**src/egsd_pkg.sv**
```systemverilog
// Package for the Exp-Golomb syntax element decoder: field widths, request,
// prediction mode and status codes, and the CBP mapping tables.
// No dependencies.
package egsd_pkg;

  localparam int WINDOW_BITS = 64;
  localparam int MAX_ZEROS   = 32;

  localparam logic [63:0] WIN_MASK = ~((64'(1) << (64 - WINDOW_BITS)) - 64'(1));

  // Request kinds
  localparam logic [1:0] REQ_UE = 2'd0;
  localparam logic [1:0] REQ_SE = 2'd1;
  localparam logic [1:0] REQ_ME = 2'd2;
  localparam logic [1:0] REQ_TE = 2'd3;

  // Prediction modes
  localparam logic [1:0] MODE_INTRA4X4 = 2'd0;
  localparam logic [1:0] MODE_INTRA8X8 = 2'd1;
  localparam logic [1:0] MODE_INTER    = 2'd2;
  localparam logic [1:0] MODE_OTHER    = 2'd3;

  // Status codes
  localparam logic [1:0] ST_OK       = 2'd0;
  localparam logic [1:0] ST_NO_ONE   = 2'd1;
  localparam logic [1:0] ST_RANGE    = 2'd2;
  localparam logic [1:0] ST_BAD_MODE = 2'd3;

  // Chroma array type codes; mono and 4:4:4 select the short table
  localparam logic [1:0] CAT_MONO = 2'd0;
  localparam logic [1:0] CAT_444  = 2'd3;
  localparam logic [1:0] CAT_RESET = 2'd1;
  localparam logic [1:0] CAT_422  = 2'd2;

  localparam int CBP_A_LEN = 48;
  localparam int CBP_B_LEN = 16;

  typedef logic [5:0] cbp_t;

  localparam cbp_t CBP_A_INTRA [CBP_A_LEN] = '{
    6'd47, 6'd31, 6'd15, 6'd0,  6'd23, 6'd27, 6'd29, 6'd30,
    6'd7,  6'd11, 6'd13, 6'd14, 6'd39, 6'd43, 6'd45, 6'd46,
    6'd16, 6'd3,  6'd5,  6'd10, 6'd12, 6'd19, 6'd21, 6'd26,
    6'd28, 6'd35, 6'd37, 6'd42, 6'd44, 6'd1,  6'd2,  6'd4,
    6'd8,  6'd17, 6'd18, 6'd20, 6'd24, 6'd6,  6'd9,  6'd22,
    6'd25, 6'd32, 6'd33, 6'd34, 6'd36, 6'd40, 6'd38, 6'd41
  };

  localparam cbp_t CBP_A_INTER [CBP_A_LEN] = '{
    6'd0,  6'd16, 6'd1,  6'd2,  6'd4,  6'd8,  6'd32, 6'd3,
    6'd5,  6'd10, 6'd12, 6'd15, 6'd47, 6'd7,  6'd11, 6'd13,
    6'd14, 6'd6,  6'd9,  6'd31, 6'd35, 6'd37, 6'd42, 6'd44,
    6'd33, 6'd34, 6'd36, 6'd40, 6'd39, 6'd43, 6'd45, 6'd46,
    6'd17, 6'd18, 6'd20, 6'd24, 6'd19, 6'd21, 6'd26, 6'd28,
    6'd23, 6'd27, 6'd29, 6'd30, 6'd22, 6'd25, 6'd38, 6'd41
  };

  localparam cbp_t CBP_B_INTRA [CBP_B_LEN] = '{
    6'd15, 6'd0, 6'd7, 6'd11, 6'd13, 6'd14, 6'd3, 6'd5,
    6'd10, 6'd12, 6'd1, 6'd2, 6'd4, 6'd8, 6'd6, 6'd9
  };

  localparam cbp_t CBP_B_INTER [CBP_B_LEN] = '{
    6'd0, 6'd1, 6'd2, 6'd4, 6'd8, 6'd3, 6'd5, 6'd10,
    6'd12, 6'd15, 6'd7, 6'd11, 6'd13, 6'd14, 6'd6, 6'd9
  };

endpackage

```
**src/exp_golomb_syntax_decoder_core.sv**
```systemverilog
// Exp-Golomb syntax element decoder core (ue, se, me, te).
// Uses egsd_pkg for codes and the CBP mapping tables.
//
// One element per clock: a transaction is taken whenever start is high and
// busy is low, and its result passes through the input register and the
// result register around a single decode stage (leading-zero encoder, suffix
// shift, mapping and table lookup) before it appears on value, bits_used and
// status with done high for a single cycle. There is no backpressure: the
// receiver must take each result in the cycle it is shown. busy is high only
// while rst is asserted. chroma_array_type resets to 1 and should be written
// only while no transaction is in flight.
module exp_golomb_syntax_decoder_core
  import egsd_pkg::*;
(
  input  logic               clk,
  input  logic               rst,
  input  logic               start,
  output logic               busy,
  input  logic               cfg_we,
  input  logic [1:0]         cfg_data,
  input  logic [1:0]         req_type,
  input  logic [63:0]        bit_window,
  input  logic [1:0]         pred_mode,
  input  logic [4:0]         te_range,
  output logic               done,
  output logic signed [32:0] value,
  output logic [5:0]         bits_used,
  output logic [1:0]         status
);

  logic [1:0]  chroma_array_type;

  // input register
  logic        in_vld;
  logic [1:0]  in_req;
  logic [63:0] in_win;
  logic [1:0]  in_mode;
  logic [4:0]  in_range;

  // decode stage
  logic [4:0]         zeros;
  logic               found;
  logic [63:0]        shifted;
  logic [31:0]        code_num;
  logic [32:0]        code_inc;
  logic [5:0]         cw_len;
  logic               small_tbl;
  logic [5:0]         cbp;
  logic signed [32:0] value_next;
  logic [5:0]         bits_used_next;
  logic [1:0]         status_next;

  assign busy = rst;

  always_ff @(posedge clk) begin
    if (rst) begin
      chroma_array_type <= CAT_RESET;
    end else if (cfg_we) begin
      chroma_array_type <= cfg_data;
    end
  end

  always_ff @(posedge clk) begin
    if (rst) begin
      in_vld <= 1'b0;
      done   <= 1'b0;
    end else begin
      in_vld <= start && !busy;
      done   <= in_vld;
    end
  end

  always_ff @(posedge clk) begin
    if (start && !busy) begin
      in_req   <= req_type;
      in_win   <= bit_window & WIN_MASK;
      in_mode  <= pred_mode;
      in_range <= te_range;
    end
    value     <= value_next;
    bits_used <= bits_used_next;
    status    <= status_next;
  end

  // leading-zero count over the first 32 bits
  always_comb begin
    zeros = '0;
    found = 1'b0;
    for (int i = 0; i < MAX_ZEROS; i++) begin
      if (!found && in_win[63 - i]) begin
        zeros = 5'(i);
        found = 1'b1;
      end
    end
  end

  // codeNum + 1 is the 2L+1 bits that start the window
  always_comb begin
    cw_len   = {zeros, 1'b0} + 6'd1;
    shifted  = in_win >> (6'd63 - {zeros, 1'b0});
    code_num = 32'(({1'b0, shifted[31:0]}) - 33'd1);
    code_inc = {1'b0, code_num} + 33'd1;
  end

  always_comb begin
    small_tbl = (chroma_array_type == CAT_MONO) || (chroma_array_type == CAT_444);
    if (small_tbl) begin
      cbp = (in_mode == MODE_INTER) ? CBP_B_INTER[code_num[3:0]]
                                    : CBP_B_INTRA[code_num[3:0]];
    end else begin
      cbp = (in_mode == MODE_INTER) ? CBP_A_INTER[code_num[5:0]]
                                    : CBP_A_INTRA[code_num[5:0]];
    end
  end

  always_comb begin
    value_next     = '0;
    bits_used_next = '0;
    status_next    = ST_OK;
    if (in_req == REQ_TE && in_range <= 5'd1) begin
      if (in_range == 5'd1) begin
        value_next     = {32'd0, ~in_win[63]};
        bits_used_next = 6'd1;
      end
    end else if (!found) begin
      status_next = ST_NO_ONE;
    end else begin
      bits_used_next = cw_len;
      unique case (in_req)
        REQ_SE: begin
          if (code_num[0]) begin
            value_next = signed'(code_inc >> 1);
          end else begin
            value_next = -signed'({1'b0, code_num} >> 1);
          end
        end
        REQ_ME: begin
          if (in_mode == MODE_OTHER) begin
            status_next = ST_BAD_MODE;
          end else if (small_tbl ? (code_num >= 32'(CBP_B_LEN))
                                 : (code_num >= 32'(CBP_A_LEN))) begin
            status_next = ST_RANGE;
          end else begin
            value_next = {27'd0, cbp};
          end
        end
        default: begin
          // ue, and te with a range above one
          value_next = signed'({1'b0, code_num});
        end
      endcase
    end
  end

endmodule

```
**config.mk**
```make
export PLATFORM = sky130hd
export DESIGN_NAME = exp_golomb_syntax_decoder_core
export DESIGN_NICKNAME = d
export VERILOG_FILES = /design/src/egsd_pkg.sv /design/src/exp_golomb_syntax_decoder_core.sv
export SDC_FILE = /design/constraint.sdc
export NUM_CORES = 1
export LEC_CHECK = 0
export ABC_CLOCK_PERIOD_IN_PS = 7700
export CAP_MARGIN = 20
export CORE_ASPECT_RATIO = 0.9
export CORE_MARGIN = 5
export CORE_UTILIZATION = 55
export CTS_BUF_LIST = sky130_fd_sc_hd__clkbuf_16
export CTS_CLUSTER_DIAMETER = 60
export CTS_CLUSTER_SIZE = 30
export DETAILED_ROUTE_END_ITERATION = 8
export DONT_BUFFER_PORTS = 1
export PLACE_DENSITY = 0.73
export SLEW_MARGIN = 0
export SYNTH_ARGS = -nofsm -noshare
export SYNTH_HDL_FRONTEND = slang
export SYNTH_SLANG_ARGS = --single-unit
```
**constraint.sdc**
```tcl
create_clock -name clk -period 7.7 [get_ports clk]
set_clock_uncertainty 0.1 [all_clocks]
set_input_delay 0.77 -clock clk [delete_from_list [all_inputs] [get_ports clk]]
set_output_delay 0.77 -clock clk [all_outputs]
set_load 0.03 [all_outputs]
```
* Word level (Yosys, flattened, before mapping)
Memory sizes are Yosys's and may differ from the RTL's. Cells that the tools add are included.
Word-level totals: register bits 118, bits in read-only memories 960, output and inout port bits 43, logic and storage cells 195, memories 4
Operators by class: $add $sub $neg 5, $lt $le $gt $ge 5, equality and inequality tests 7, shift operators 1, muxes and demuxes 89, bitwise operators 5, reduce and logical (&&, ||, !) cells 68
Memory list:
- (name not given) | words 64, width 6, read ports 1, clocked after Yosys merged registers in 0, wr ports 0, line exp_golomb_syntax_decoder_core.sv:112 | : CBP_A_INTRA[code_num[5:0]];
- (name not given) | words 64, width 6, read ports 1, clocked after Yosys merged registers in 0, wr ports 0, line exp_golomb_syntax_decoder_core.sv:111 | cbp = (in_mode == MODE_INTER) ? CBP_A_INTER[code_num[5:0]]
- (name not given) | words 16, width 6, read ports 1, clocked after Yosys merged registers in 0, wr ports 0, line exp_golomb_syntax_decoder_core.sv:109 | : CBP_B_INTRA[code_num[3:0]];
- (name not given) | words 16, width 6, read ports 1, clocked after Yosys merged registers in 0, wr ports 0, line exp_golomb_syntax_decoder_core.sv:108 | cbp = (in_mode == MODE_INTER) ? CBP_B_INTER[code_num[3:0]]
Operator list (count):
- $mux W5 | 30
- $mux W33 | 3
- $mux W6 | 15
- $pmux W33 S2 | 1
- $shr A64 B6 Y32 | 1
- $mux W1 | 38
- $add A32 B1 Y33 const B | 1
- $logic_and A1 B1 Y1 | 33
- $neg A31 Y33 | 1
- $ge A32 B5 Y1 const B | 1
- $ge A32 B6 Y1 const B | 1
- $logic_not A1 Y1 | 32
- $sub A32 B1 Y32 const B | 1
- $eq A2 B2 Y1 const B | 5
- $ge A7 B7 Y1 const B | 1
- $not A6 Y7 | 1
- $add A6 B1 Y6 const B | 1
- $sub A6 B6 Y6 const A | 1
- $eq A5 B1 Y1 const B | 1
- $ge A5 B5 Y1 const B | 1
- $le A5 B1 Y1 const B | 1
- $not A4 Y5 | 1
- $mux W2 | 2
- $not A1 Y1 | 3
- other kinds (4) | 4

* Longest topological paths before layout
Gate-level depths: netlist of the first run.
word-level depth 108, depth in mapped cells 32, depth with buffers taken out 22

* Worst setup path after synthesis of the first run
Ideal clock, no wire load.
path type register -> register, from reg in_win[48], to reg value[4], setup time 0.086 ns, arrival 7.844 ns, data required time 7.514 ns, setup slack -0.330 ns, cell stages (with the launch flop) 31, path buffers 9, cells stage by stage edfxtp_1 or4_4 buf_6 or4_4 buf_6 or2_1 buf_6 and4_1 buf_6 buf_6 a211oi_1 a21oi_1 a221oi_1 and3_1 o21a_1 clkbuf_1 clkbuf_1 buf_1 ha_1 clkbuf_1 inv_1 a211oi_2 nand4_2 or4_4 xnor2_4 a2111oi_2 nand4b_1 or4_1 nor2_2 nand3_1 a221oi_2
On the way: word-level cells in the longest chain between the ends 64
RTL lines:
- start: declaration | line exp_golomb_syntax_decoder_core.sv:36 | logic [63:0] in_win;
- start signal: assignment | line exp_golomb_syntax_decoder_core.sv:76 | in_win <= bit_window & WIN_MASK;
- $logic_and A1 B1 Y1 | line exp_golomb_syntax_decoder_core.sv:90 | if (!found && in_win[63 - i]) begin
- $mux W1 | line exp_golomb_syntax_decoder_core.sv:90
- $logic_not A1 Y1 | line exp_golomb_syntax_decoder_core.sv:90
- $logic_and A1 B1 Y1 | line exp_golomb_syntax_decoder_core.sv:90
- $mux W1 | line exp_golomb_syntax_decoder_core.sv:90
- $logic_not A1 Y1 | line exp_golomb_syntax_decoder_core.sv:90
- $logic_and A1 B1 Y1 | line exp_golomb_syntax_decoder_core.sv:90
- $mux W1 | line exp_golomb_syntax_decoder_core.sv:90
- (+47 left out)
- $mux W6 (on tied branches) (2 in a row)
- $mux W6 (on tied branches) | line exp_golomb_syntax_decoder_core.sv:111, exp_golomb_syntax_decoder_core.sv:108
- $mux W6 | line exp_golomb_syntax_decoder_core.sv:107 | if (small_tbl) begin
- $mux W6 | line exp_golomb_syntax_decoder_core.sv:140 | end else if (small_tbl ? (code_num >= 32'(CBP_B_LEN))
- $mux W6 | line exp_golomb_syntax_decoder_core.sv:138 | if (in_mode == MODE_OTHER) begin
- $pmux W33 S2 | line exp_golomb_syntax_decoder_core.sv:129 | unique case (in_req)
- $mux W33 (*) | line exp_golomb_syntax_decoder_core.sv:125 | end else if (!found) begin
- $mux W33 (*) | line exp_golomb_syntax_decoder_core.sv:120 | if (in_req == REQ_TE && in_range <= 5'd1) begin
- end signal: assignment | line exp_golomb_syntax_decoder_core.sv:80 | value <= value_next;
- end: declaration | line exp_golomb_syntax_decoder_core.sv:26 | output logic signed [32:0] value,
Mark *: on every way between the ends. The rest lies on a longest branch, timed or not. The select of a mux whose other input is x is not followed. A chain may end at the register's enable or synchronous reset.

* Worst setup path after layout of the first run
from reg in_win[49], to reg value[2]
On the way: word-level cells in the longest chain between the ends 67
RTL lines (line):
- $logic_and A1 B1 Y1 | exp_golomb_syntax_decoder_core.sv:90
- $mux W1 | exp_golomb_syntax_decoder_core.sv:90
- $logic_not A1 Y1 | exp_golomb_syntax_decoder_core.sv:90
- $logic_and A1 B1 Y1 | exp_golomb_syntax_decoder_core.sv:90
- $mux W1 | exp_golomb_syntax_decoder_core.sv:90
- $logic_not A1 Y1 | exp_golomb_syntax_decoder_core.sv:90
- $logic_and A1 B1 Y1 | exp_golomb_syntax_decoder_core.sv:90
- $mux W1 | exp_golomb_syntax_decoder_core.sv:90
- (+50 left out)
- $mux W6 (on tied branches) (2 in a row)
- $mux W6 (on tied branches) | exp_golomb_syntax_decoder_core.sv:111, exp_golomb_syntax_decoder_core.sv:108
- $mux W6 | exp_golomb_syntax_decoder_core.sv:107
- $mux W6 | exp_golomb_syntax_decoder_core.sv:140
- $mux W6 | exp_golomb_syntax_decoder_core.sv:138
- $pmux W33 S2 | exp_golomb_syntax_decoder_core.sv:129
- $mux W33 (*) | exp_golomb_syntax_decoder_core.sv:125
- $mux W33 (*) | exp_golomb_syntax_decoder_core.sv:120
Marked as above.

==> impl_metrics.py, run 1 <==
metrics = {
    "cells_and_area": {
        "drive_gt1_frac": 0.131,
        "area_growth_pct": 10.9,
        "layout.nets": 1526,
        "final_area_sq_um": 12600,
        "n_antenna_cell": 0,
        "final_cells": 1701,
        "final_util": 0.625,
    },
    "worst_setup_path": {
        "crit_type": "reg -> reg",
        "crit_arrival_ns": 7.69,
        "critPathBufInv": 1,
        "cpPeakStageDelay_ns": 0.72,
        "critPathTopFamily": "simple AND/OR/NAND/NOR gates",
        "critPathMaxFanout": 12,
        "path_cells": "or4_4 -> or4_4 -> or2_1 -> nand4_4 -> buf_4 -> mux2i_1 -> nand2_1 -> a32o_1 -> nor4b_1 -> nand3_1 -> nor4_4 -> nand4_1 -> o211ai_1 -> and2_1 -> nand4_1 -> or4_1 -> nor2_2 -> a221oi_1 -> a211oi_1",
        "cp-start-kind": "register",
        "critPathSlowestCell": "or4_1",
        "crit_required_ns": 7.93,
        "cp-end-kind": "register",
    },
    "clocking": {
        "root_buffer": "clkbuf_16",
        "htree_levels": 4,
        "cts.path.max_buffers": 2,
        "clock_latency_ns": 0.43,
        "cts.sinks": 117,
        "cts_tree": "built",
        "cts_buffers": 17,
        "clkSlewWorstSetupHoldPaths_ns": 0.06,
        "post-cts-setup-buffers": 0,
    },
    "synthesis": {
        "syn-num-nets": 1518,
        "synth_compound_area_frac": 0.256,
        "synth_top_area_cell": "edfxtp_1",
        "synth_area_leaders": "edfxtp_1, dfxtp_1, mux2i_1",
        "ys_dominant_reg_cell": "edfxtp_1",
        "synth_top_area_frac": 0.190,
        "syn_area_sq_um": 11400,
        "synth_fa_ha_area_frac": 0.0163,
        "syn_area_per_cell_sq_um": 7.98,
        "synth-simple-area-share": 0.266,
        "synthXorXnorAreaFrac": 0.0492,
        "ys_seq_area_frac": 0.269,
        "synth_seq_cells": 117,
        "muxShareOfSynthArea": 0.0885,
        "synth_warnings": 0,
        "yosysUniqueCellTypes": 102,
        "synth_edf_count": 72,
        "async_flop_share": 0,
        "synth_top_family_by_area": "simple AND/OR/NAND/NOR gates",
        "synthCells": 1425,
    },
    "status": {
        "status": "finished, final reports clean",
    },
    "die": {
        "rows": 49,
        "fp.coreArea_sq_um": 20200,
        "die_width_um": 162,
        "die_height_um": 146,
        "initial_utilization": 0.564,
        "die-area_sq_um": 23700,
        "ioPinCount": 122,
    },
    "power_and_ir_drop": {
        "switching_share": 0.397,
        "p_switching_mw": 1.10,
        "p_clk_frac": 0.332,
        "p_total_mw": 2.78,
        "p_int_mw": 1.68,
        "peakVddDrop_mv": 0.165,
        "leakagePower_nw": 4.70,
        "p_per_area_nw_per_um2": 220,
        "pwr-share-seq": 0.308,
        "combPwrFrac": 0.360,
    },
    "timing": {
        "timing.fmax_mhz": 134,
        "hold_viol": 0,
        "slew_violations": 0,
        "hold_slack_ns": 0.309,
        "worst_pin_slew_ns": 0.959,
        "slew_headroom": 0.359,
        "fin_ws_ns": 0.239,
        "rsz0062_at_grt": "no",
        "period_minus_slack_ns": 7.46,
        "fin_crit_sh": 0.969,
        "fin_tns_setup_ns": 0,
        "setup_viol": 0,
    },
    "global_route": {
        "first_global_vias": 11443,
        "grt-ovfl-total": 0,
        "antenna_found_initial": 1,
        "grt_max_degree": 68,
        "grt_util_all_layers": 0.372,
        "grt_first_pass_wirelength_mm": 68.9,
    },
    "drt": {
        "antenna_left": 0,
        "viasPerCell": 7.32,
        "drc": 0,
        "num_vias": 12450,
        "drt_iter0_drc": 2031,
        "dr.pass1.iters": 6,
        "wire_per_inst_um": 26.5,
        "routed_wl_mm": 45.0,
    },
    "placement": {
        "portBuffers": 0,
        "pre_cts_ws_ns": 0.389,
        "dp.cells": 1669,
        "hpwl_mm": 34.2,
        "gp_congestion": 1.05,
        "post_dp_cell_area_sq_um": 11900,
    },
    "min_path": {
        "hold_path_class": "in -> reg",
    },
    "flow_run": {
        "maxCapViolations": 0,
    },
}
[state kept, by name, indices dropped and copies added (netlist names)]
register,cells
chroma_array_type,2
in_vld,1
bits_used,6
in_mode,2
status,2
done,1
in_win,63
in_range,5
in_req,2
value,33
[layout make-up]
| class | count | area, sq um |
|---|---|---|
| inverter | 27 | 101 |
| multi-input combinational | 1181 | 7750 |
| tap | 255 | 319 |
| sequential | 117 | 3060 |
| timing repair buffer | 89 | 718 |
| clock buffer | 17 | 425 |
| fill | 1747 | 7560 |
| clock inverter | 15 | 240 |
[kinds of logic (layout without fill, tap and decap cells)]
logic type | count (synthesis) | count (layout)
adder cells (fa/ha/maj) | 15 | 15
AO/OA/AOI/OAI | 429 | 429
flip-flops | 117 | 117
multiplexers | 99 | 99
XOR/XNOR | 57 | 57
AND/OR/NAND/NOR | 581 | 581
buffers and inverters | 127 | 148
[cells in the mapped netlist (21+ instances only)]
cell      instances
nand2_1         158
nor2_1          131
a21oi_1         116
mux2i_1          87
edfxtp_1         72
nand3_1          59
o21ai_0          59
clkbuf_1         56
dfxtp_1          45
xnor2_1          40
nor3_1           35
o22ai_1          31
nand4_1          29
and3_1           23
inv_1            23
o211ai_1         21
[cells in the final DEF (no fill, tap or decap), drive strengths merged, types with 10 or more instances in the layout]
cell	count
a211oi	21
a21oi	118
a22oi	10
a31oi	20
and2	18
and3	23
buf	89
clkbuf	17
dfxtp	45
edfxtp	72
ha	14
inv	31
mux2	12
mux2i	87
nand2	158
nand3	62
nand4	31
nor2	132
nor2b	10
nor3	38
nor4	25
o211ai	21
o21ai	61
o22ai	31
o31ai	21
or2	12
or3	14
or4	20
xnor2	45
xor2	12
[power groups by stage]
stage	combinational (mW)	sequential, mW	clock, mW
after CTS	0.962	0.854	0.927
after global routing	1.07	0.861	0.957
after floorplan	0.696	0.843	0
after global placement	0.948	0.867	0
final	1.00	0.856	0.923
after detailed placement	0.955	0.866	0
[layer usage]
metal	vias up	GRT usage	routed length, um
li1	5512	-	-
met5	-	0	19
met4	2	0.100	1280
met1	5819	0.541	18900
met2	987	0.521	18200
met3	130	0.131	6650
[worst paths after layout]
| kind | startpoint | to | slack, ns | cells after the start |
|---|---|---|---|---|
| setup reg to reg | in_win[49] | value[2] | 0.24 | 19 |
| hold / removal | rst | chroma_array_type[1] | 0.31 | 1 |
| setup / recovery | in_win[49] | value[2] | 0.24 | 19 |
| hold reg to reg | in_vld | done | 0.35 | 1 |
[what timing repair did]
item	CTS	global route
hold buffers	0	0
endpoints found under the setup margin	0	7
gates resized for setup	0	5
hold endpoints to repair	0	0
[worst register-to-register path: stages, from the launching register on]
cell	delay, ns
edfxtp_1	0.61
or4_4	0.66
or4_4	0.64
or2_1	0.34
nand4_4	0.28
buf_4	0.28
mux2i_1	0.28
nand2_1	0.10
a32o_1	0.28
nor4b_1	0.53
nand3_1	0.32
nor4_4	0.45
nand4_1	0.31
o211ai_1	0.30
and2_1	0.29
nand4_1	0.24
or4_1	0.73
nor2_2	0.26
a221oi_1	0.13
a211oi_1	0.24
Note: power is estimated with default switching activity, not from simulation.
==> run 2, diff against run 1 <==
Settings changed: REMOVE_ABC_BUFFERS set to 1.
==> impl_metrics.py, run 2 (synthesis gave the netlist of run 1 again) <==
metrics = {
    "cells_and_area": {
        "area_growth_pct": 9.87,
        "fill_cells": 1778,
        "final_cell_mix": "nand2_1, nor2_1, a21oi_1, buf_4, mux2i_1",
        "largest_reg_flops": 63,
        "n_antenna_cell": 0,
        "regMostFlops": "in_win",
        "final_cells": 1706,
        "layout_commonest_cell": "nand2_1",
        "drive_gt1_frac": 0.134,
        "reg_top3": "in_win (63), value (33), bits_used (6)",
        "layout.nets": 1531,
    },
    "timing": {
        "hold_slack_ns": 0.305,
        "fin_crit_sh": 0.956,
        "hold_viol": 0,
        "worst_pin_slew_ns": 1.13,
        "period_minus_slack_ns": 7.36,
        "slew_violations": 0,
        "setup_viol": 0,
        "slew_headroom": 0.245,
        "timing.fmax_mhz": 136,
        "rsz0062_at_grt": "no",
    },
    "worst_setup_path": {
        "crit_type": "reg -> reg",
        "r2r_setup_slack_ns": 0.34,
        "critPathMaxFanout": 17,
        "cp-start-kind": "register",
        "reg2reg_to": "value[4]",
        "cpPeakStageDelay_ns": 0.69,
        "r2r_cells": 23,
        "crit_arrival_ns": 7.61,
        "reg2reg_from": "in_win[58]",
        "critPathCapture": "value[4]",
        "critPathSlowestCell": "or4_1",
        "cp-end-kind": "register",
        "crit_required_ns": 7.95,
        "path_cells": "or4_1 -> nor4_2 -> buf_4 -> nand3_2 -> nand2_1 -> buf_4 -> mux2i_1 -> mux2i_1 -> a32oi_1 -> and3_1 -> o21a_1 -> ha_1 -> inv_1 -> a211oi_2 -> nand4_2 -> or4_4 -> xnor2_4 -> a2111oi_2 -> nand4b_1 -> or4_1 -> nor2_2 -> nand3_1 -> a221oi_2",
        "crit_start": "in_win[58]",
    },
    "status": {
        "status": "finished, final reports clean",
    },
    "flow_run": {
        "maxCapViolations": 0,
    },
    "clocking": {
        "cts.sinks": 117,
        "cts_tree": "built",
        "cts_buffers": 17,
        "clkSlewWorstSetupHoldPaths_ns": 0.06,
        "clock_latency_ns": 0.43,
        "cts_hold_buf": 0,
        "htree_levels": 4,
        "cts.path.max_buffers": 2,
        "root_buffer": "clkbuf_16",
    },
    "drt": {
        "drt_iter0_drc": 1921,
        "dr.pass1.iters": 6,
        "routed_wl_mm": 44.1,
        "viasPerCell": 7.20,
        "num_vias": 12289,
        "wire_per_inst_um": 25.8,
        "drc": 0,
        "antenna_left": 0,
    },
    "placement": {
        "portBuffers": 0,
        "hpwl_mm": 33.7,
        "gp_congestion": 1.07,
        "dp.cells": 1674,
    },
    "min_path": {
        "hold_path_class": "in -> reg",
    },
    "die": {
        "die_height_um": 146,
        "fp.coreArea_sq_um": 20200,
        "die_width_um": 162,
        "rows": 49,
        "die-area_sq_um": 23700,
        "ioPinCount": 122,
        "initial_utilization": 0.564,
    },
    "global_route": {
        "first_global_vias": 11211,
        "antenna_found_initial": 0,
        "grt_util_all_layers": 0.364,
        "grt-ovfl-total": 0,
        "grt_max_degree": 67,
        "grt_first_pass_wirelength_mm": 67.5,
    },
    "power_and_ir_drop": {
        "peakVddDrop_mv": 0.137,
        "p_per_area_nw_per_um2": 206,
        "leakagePower_nw": 4.65,
    },
}
[run 2: final cells by class]
| class | instances | area (sq um) | share of cell area |
|---|---|---|---|
| Sequential cell | 117 | 3060 | 0.245 |
| Clock inverter | 15 | 109 | 0.00871 |
| Multi-Input combinational cell | 1181 | 7740 | 0.620 |
| Inverter | 27 | 101 | 0.00811 |
| Clock buffer | 17 | 425 | 0.0341 |
| Tap cell | 255 | 319 | 0.0255 |
| Timing Repair Buffer | 94 | 731 | 0.0585 |
[run 2: repair_timing]
action	CTS	global route
resized for setup	0	5
setup buffers	0	0
setup endpoints to repair	0	9
hold endpoints to repair	0	0
[run 2: routing by layer]
metal,vias to the layer above,track usage,wire [um]
met5,-,0,0
met4,0,0.107,1300
met3,123,0.124,6190
met2,864,0.500,17500
met1,5791,0.537,19100
li1,5511,-,-
[run 2: worst max-delay path: cells and delay by family (launching register included)]
family | cells | cell delay (ns)
flip-flops | 1 | 0.51
adder cells (fa/ha/maj) | 1 | 0.19
XOR/XNOR | 1 | 0.18
AO/OA/AOI/OAI | 5 | 1.35
buffers and inverters | 3 | 0.63
multiplexers | 2 | 0.68
AND/OR/NAND/NOR | 11 | 3.60
[run 2: worst min-delay path by stage]
stage / slack (ns) / to / cells past startpoint / from
final: 0.31 / in_vld / 1 / rst
after global routing: 0.30 / in_vld / 1 / rst
after CTS: 0.30 / in_vld / 1 / rst
after detailed placement: 0.36 / done / 1 / in_vld
after global placement: 0.32 / done / 1 / in_vld
after floorplan: 0.31 / done / 1 / in_vld
[run 2: power breakdown]
part / internal, mW / switching, mW
combinational: 0.362 / 0.633
sequential: 0.733 / 0.121
clock: 0.411 / 0.319
[run 2: per-stage QoR]
step	total power, mW	setup TNS (ns)	setup WS (ns)	area, sq um	util
2_1_floorplan	1.50	-11.88	-0.660	10900	-
6_report	2.58	0	0.337	12500	0.619
3_5_place_dp	1.82	0	0.456	11900	0.591
4_1_cts	2.55	0	0.424	12500	0.618
5_1_grt	2.70	0	0.00321	12500	0.619
3_3_place_gp	1.81	0	0.552	11900	0.591
